**src/sv/hsr_pkg.sv**
```systemverilog
package hsr_pkg;

  localparam int KEY_W       = 64;
  localparam int ACT_W       = 8;
  localparam int RATIO_W     = 16;
  localparam int TOTAL_W     = 40;
  localparam int REDIR_W     = 32;
  localparam int SHARD_OUT_W = 7;
  localparam int CFG_IDX_W   = 4;
  localparam int CFG_DATA_W  = 16;

  localparam logic [CFG_IDX_W-1:0] REG_ACTIVE_SHARDS = 4'd0;
  localparam logic [CFG_IDX_W-1:0] REG_HOTSPOT_RATIO = 4'd1;

  localparam logic [ACT_W-1:0]   ACTIVE_RESET = 8'd16;
  localparam logic [RATIO_W-1:0] RATIO_RESET  = 16'd384;

  localparam logic [TOTAL_W-1:0] TOTAL_MAX = '1;
  localparam logic [REDIR_W-1:0] REDIR_MAX = '1;

  typedef enum logic [3:0] {
    ST_CLEAR,
    ST_IDLE,
    ST_DIV,
    ST_RD_HOME,
    ST_UPD_HOME,
    ST_MUL,
    ST_CMP,
    ST_SCAN,
    ST_RECALC,
    ST_FINISH
  } hsr_state_t;

  typedef struct packed {
    logic clear_step;
    logic load_key;
    logic div_step;
    logic rd_home;
    logic upd_home;
    logic mul;
    logic cmp;
    logic scan_step;
    logic sum_step;
    logic recalc_start;
    logic cfg_we;
    logic finish;
  } hsr_cmd_t;

  typedef struct packed {
    logic clear_done;
    logic div_last;
    logic hot;
    logic walk_done;
  } hsr_status_t;

endpackage

```
**src/sv/hsr_ctrl.sv**
```systemverilog
module hsr_ctrl
  import hsr_pkg::*;
(
  input  logic                 clk,
  input  logic                 rst_n,
  input  logic                 in_valid,
  output logic                 in_ready,
  output logic                 out_valid,
  input  logic                 out_ready,
  input  logic                 cfg_valid,
  output logic                 cfg_ready,
  input  logic [CFG_IDX_W-1:0] cfg_index,
  input  hsr_status_t          status,
  output hsr_cmd_t             cmd
);

  hsr_state_t state_r, state_nxt;
  logic       out_valid_r, out_valid_nxt;
  logic       out_free;

  assign out_free  = !out_valid_r || out_ready;
  assign cfg_ready = (state_r == ST_CLEAR) || (state_r == ST_IDLE);
  assign in_ready  = (state_r == ST_IDLE) && !cfg_valid;
  assign out_valid = out_valid_r;

  always_ff @(posedge clk) begin
    if (!rst_n) begin
      state_r     <= ST_CLEAR;
      out_valid_r <= 1'b0;
    end else begin
      state_r     <= state_nxt;
      out_valid_r <= out_valid_nxt;
    end
  end

  always_comb begin
    state_nxt  = state_r;
    cmd        = '0;
    cmd.cfg_we = cfg_valid && cfg_ready;
    unique case (state_r)
      ST_CLEAR: begin
        cmd.clear_step = 1'b1;
        if (status.clear_done) begin
          state_nxt = ST_IDLE;
        end
      end
      ST_IDLE: begin
        if (cfg_valid) begin
          if (cfg_index == REG_ACTIVE_SHARDS) begin
            cmd.recalc_start = 1'b1;
            state_nxt        = ST_RECALC;
          end
        end else if (in_valid) begin
          cmd.load_key = 1'b1;
          state_nxt    = ST_DIV;
        end
      end
      ST_DIV: begin
        cmd.div_step = 1'b1;
        if (status.div_last) begin
          state_nxt = ST_RD_HOME;
        end
      end
      ST_RD_HOME: begin
        cmd.rd_home = 1'b1;
        state_nxt   = ST_UPD_HOME;
      end
      ST_UPD_HOME: begin
        cmd.upd_home = 1'b1;
        state_nxt    = ST_MUL;
      end
      ST_MUL: begin
        cmd.mul   = 1'b1;
        state_nxt = ST_CMP;
      end
      ST_CMP: begin
        cmd.cmp   = 1'b1;
        state_nxt = status.hot ? ST_SCAN : ST_FINISH;
      end
      ST_SCAN: begin
        cmd.scan_step = 1'b1;
        if (status.walk_done) begin
          state_nxt = ST_FINISH;
        end
      end
      ST_RECALC: begin
        cmd.sum_step = 1'b1;
        if (status.walk_done) begin
          state_nxt = ST_IDLE;
        end
      end
      ST_FINISH: begin
        if (out_free) begin
          cmd.finish = 1'b1;
          state_nxt  = ST_IDLE;
        end
      end
      default: begin
        state_nxt = ST_IDLE;
      end
    endcase
  end

  always_comb begin
    out_valid_nxt = out_valid_r;
    if (cmd.finish) begin
      out_valid_nxt = 1'b1;
    end else if (out_ready) begin
      out_valid_nxt = 1'b0;
    end
  end

endmodule

```
**config.mk**
```make
export PLATFORM = sky130hd
export DESIGN_NAME = hsr_ctrl
export DESIGN_NICKNAME = d
export VERILOG_FILES = /design/src/sv/hsr_pkg.sv /design/src/sv/hsr_ctrl.sv
export SDC_FILE = /design/constraint.sdc
export NUM_CORES = 1
export LEC_CHECK = 0
export BUFFER_PORTS_ARGS = -buffer_cell sky130_fd_sc_hd__buf_4
export CORE_AREA = 2 2 39 41
export CTS_CLUSTER_SIZE = 30
export DETAILED_ROUTE_END_ITERATION = 10
export DIE_AREA = 0 0 41 43
export PLACE_DENSITY = 0.79
export SETUP_SLACK_MARGIN = 0.3
export SLEW_MARGIN = 20
export SYNTH_ARGS = -nofsm -noshare
export SYNTH_HDL_FRONTEND = slang
export SYNTH_SLANG_ARGS = --single-unit
```
**constraint.sdc**
```tcl
create_clock -name clk -period 3.9 [get_ports clk]
set_clock_uncertainty 0.1 [all_clocks]
set_input_delay 0.585 -clock clk [delete_from_list [all_inputs] [get_ports clk]]
set_output_delay 0.585 -clock clk [all_outputs]
set_load 0.01 [all_outputs]
```
# Yosys cells after proc, flatten, opt, wreduce, memory -nomap -nowiden

Index checks and enable logic that the tools add are counted.

Equal/unequal tests: 16
Mux-type cells: 28
Reductions and logical operators: 10

Operators with widths:

| cell                                          | count |
|---|---|
| one-hot mux 4 bit (10 select lines)           | 1 |
| 2-to-1 mux 4 bit                              | 9 |
| 2-to-1 mux 1 bit                              | 18 |
| == test 4 x 3 -> 1 bit, second input constant | 4 |
| != test 2 bit, second input constant          | 5 |
| == test 4 x 2 -> 1 bit, second input constant | 2 |
| == test 4 bit, second input constant          | 2 |
| zero test 4 bit                               | 2 |
| AND reduction 7 bit                           | 1 |
| == test 4 x 1 -> 1 bit, second input constant | 1 |
| != test 3 x 2 -> 1 bit, second input constant | 1 |
| != test 3 bit, second input constant          | 1 |
| logical AND 1 bit                             | 2 |
| zero test 1 bit                               | 2 |
| logical OR 1 bit                              | 2 |
| nonzero test 2 bit                            | 1 |

Register bits after elaboration: 5
Input port bits: 13
Output and inout port bits: 15
Logic and storage cells: 56

# Longest topological paths before layout

Depth in word-level cells: 5
Gate-level depth with buffers: 6

# Worst setup path after synthesis

OpenSTA, ideal clock, no wires.

Kind: input -> output
Start: in cfg_index[1]
End: out cmd[2] (netlist bit)
Arrival: 1394 ps
Required time: 3215 ps
Slack: 1821 ps
Stages: 2
Buffers on the path: 0
Cell sequence: or4_1 -> nor3_1

RTL lines:

| what        | RTL line       | source |
|---|---|---|
| from (decl) | hsr_ctrl.sv:12 | `input logic [CFG_IDX_W-1:0] cfg_index,` |
| to (decl)   | hsr_ctrl.sv:14 | `output hsr_cmd_t cmd` |

==> qor.yml <==
outcome:
  outcome: "finished, final reports clean"
worst_setup_path:
  worstSetupStartpointType: "flip-flop"
  end_kind: "output pin"
  crit_type: "flip-flop to output pin"
  worstPathMaxFanout: 17
  cp.arrival_ns: 1.74
  cp.required_ns: 3.21
global_route:
  grt_pass1_vias: 465
  grt_start_max_net_pins: 19
  grtUsageTotal: 0.151
  grt-ovfl-total: 0
  grt_pass1_wl_microns: 1880
  antenna_found_initial: 0
final_layout:
  antennaDiodeCount: 0
  drive_gt1_frac: 0.355
  synthToLayoutAreaGrowth_pct: 44.8
  layout.nets: 107
yosys:
  synth_common_cells: "nor2_1, nor3_1, dfxtp_1, nand2_1, clkbuf_1"
  synthAdderAreaFrac: 0
  ys_types: 31
  syn_nets: 81
  synthCells: 68
  synth_top_area_share: 0.208
  yosysTopAreaCell: "dfxtp_1"
  synth-main-ff-cell: "dfxtp_1"
  async_reset_ff_frac: 0
  synth.most_common_cell: "nor2_1"
  yosys.area_share.simple: 0.474
  avgSynthCellArea_sq_um: 7.07
  ys.warnings.count: 0
  synth_top_family_by_area: "simple AND/OR/NAND/NOR gates"
  synthTopCellsByArea: "dfxtp_1, nor3_1, nor2_1"
  synth_compound_area_frac: 0.182
  synth.area.mux_share: 0.0417
  yosysSeqAreaShare: 0.208
  synth_edf_count: 0
  synth_xor_area_frac: 0
  synth_seq_cells: 5
  syn_area_sq_um: 480
pwr:
  clkPwrFrac: 0.196
  ir_drop_v: 0.000163
  intPower_w: 0.000188
  pwr-share-seq: 0.302
  p_switching_w: 0.000128
  swShare: 0.406
  power_frac_comb: 0.502
  power.density_mw_per_mm2: 455
  p_leak_nw: 0.315
detailed_routing:
  dr.first_iter.drc_count: 5
  dr.pass1.iters: 2
  routed_wirelength_microns: 1270
  viasPerCell: 5.35
  final_antenna_net_count: 0
  wire_per_inst_microns: 11.7
  vias: 583
  route.detailed.drc: 0
timing:
  final_hold_viol_count: 0
  fin_crit_sh: 0.623
  setup_viol: 0
  worst_slew_pin_slew_ns: 0.549
  rsz0062_at_grt: "no"
  finalMaxSlewViolations: 0
  period_minus_slack_ns: 2.43
  fmax_ghz: 0.412
  setup_tns_ns: 0
  slew-limit-headroom: 0.633
  finalWorstSetupSlack_ns: 1.47
clock_network:
  postCtsSetupRepairBufs: 0
  clkTransAtPathRegs_ns: 0.05
  clkLatencyLatePin_ns: 0.25
  hold_buffers: 0
  cts_sinks: 5
  clockRootBuffer: "clkbuf_4"
  clockBufferDepth: 2
  htreeDepth: 1
  cts.repair.resized: 0
  cts_tree: "done"
  cts-buffers-inserted: 3
placement:
  gp_congestion: 0.779
  pre_cts_ws_ns: 1.68
  portBuffers: 27
  dp_hpwl_microns: 968
die:
  num_rows: 14
  ios: 28
  design.core.area_sq_mm: 0.00138
  die_area_sq_mm: 0.00176
  die_y_microns: 43
  die_w_microns: 41
  start_util: 0.347
job:
  drv_cap: 0
min_path:
  hp-class: "input port to flip-flop"
[cell families (layout without fill, tap and decap cells)]
kind of cell           count (synthesis)  in the layout
AO/OA/AOI/OAI                         12             12
buffers and inverters                  9             34
flip-flops                             5              5
multiplexers                           2              2
AND/OR/NAND/NOR                       40             40
[cell type report]
cell class | instances | area [sq um]
Tap cell | 16 | 20.0
Fill cell | 142 | 688
Sequential cell | 5 | 100
Inverter | 3 | 11.3
Multi-Input combinational cell | 54 | 335
Timing Repair Buffer | 27 | 203
Clock buffer | 4 | 26.3
[cell usage in the layout (no fill, tap or decap), types with 2 or more instances in the layout]
cell	Yosys	layout
a21oi_1	2	2
buf_4	1	27
clkbuf_4	0	3
dfxtp_1	5	5
inv_1	3	3
mux2i_1	2	2
nand2_1	5	5
nand2b_1	2	2
nand3_1	2	2
nor2_1	9	9
nor2b_1	3	3
nor3_1	8	8
nor4b_1	2	2
o21ai_0	3	3
[worst paths after layout]
kind,start,endpoint,slack (ns),cells after the start
max,state_r[0],cmd[2],1.47,3
min,rst_n,state_r[3],0.51,3
max reg2reg,state_r[0],state_r[1],1.81,4
min reg2reg,out_valid,out_valid,0.55,3
[power by group through the flow]
stage	clock, W	combinational [W]	sequential (W)
after floorplan	0	0.000126	0.0000714
final	0.0000621	0.000159	0.0000954
after global routing	0.0000652	0.000175	0.0000993
after CTS	0.0000627	0.000160	0.0000945
after global placement	0	0.000156	0.0000936
after detailed placement	0	0.000160	0.0000956
[through the flow]
stage / std cells / utilization / hold WS (ns) / area [sq um] / power [W]
4_1_cts: 109 / 0.503 / 0.512 / 696 / 0.000317
3_3_place_gp: 105 / 0.484 / 0.534 / 669 / 0.000250
5_1_grt: 109 / 0.503 / 0.527 / 696 / 0.000339
6_report: 109 / 0.503 / 0.510 / 696 / 0.000316
3_5_place_dp: 105 / 0.484 / 0.538 / 669 / 0.000255
2_1_floorplan: 68 / - / 0.465 / 480 / 0.000197
[per-layer routing]
layer | vias to the layer above | wire length (microns) | GRT usage
met1 | 265 | 545 | 0.185
met5 | - | 0 | 0
met4 | 0 | 24 | 0.0800
li1 | 299 | - | -
met2 | 17 | 615 | 0.250
met3 | 2 | 87 | 0.00524
[registers in the layout (all words and copies together) (netlist names)]
register   count
state_r        4
out_valid      1
[worst max-delay path: stages (launching register included)]
cell and delay, ns:
dfxtp_1 0.62, or4b_4 0.53, nor3_1 0.20, buf_4 0.15
Note: power is estimated with default switching activity, not from simulation.
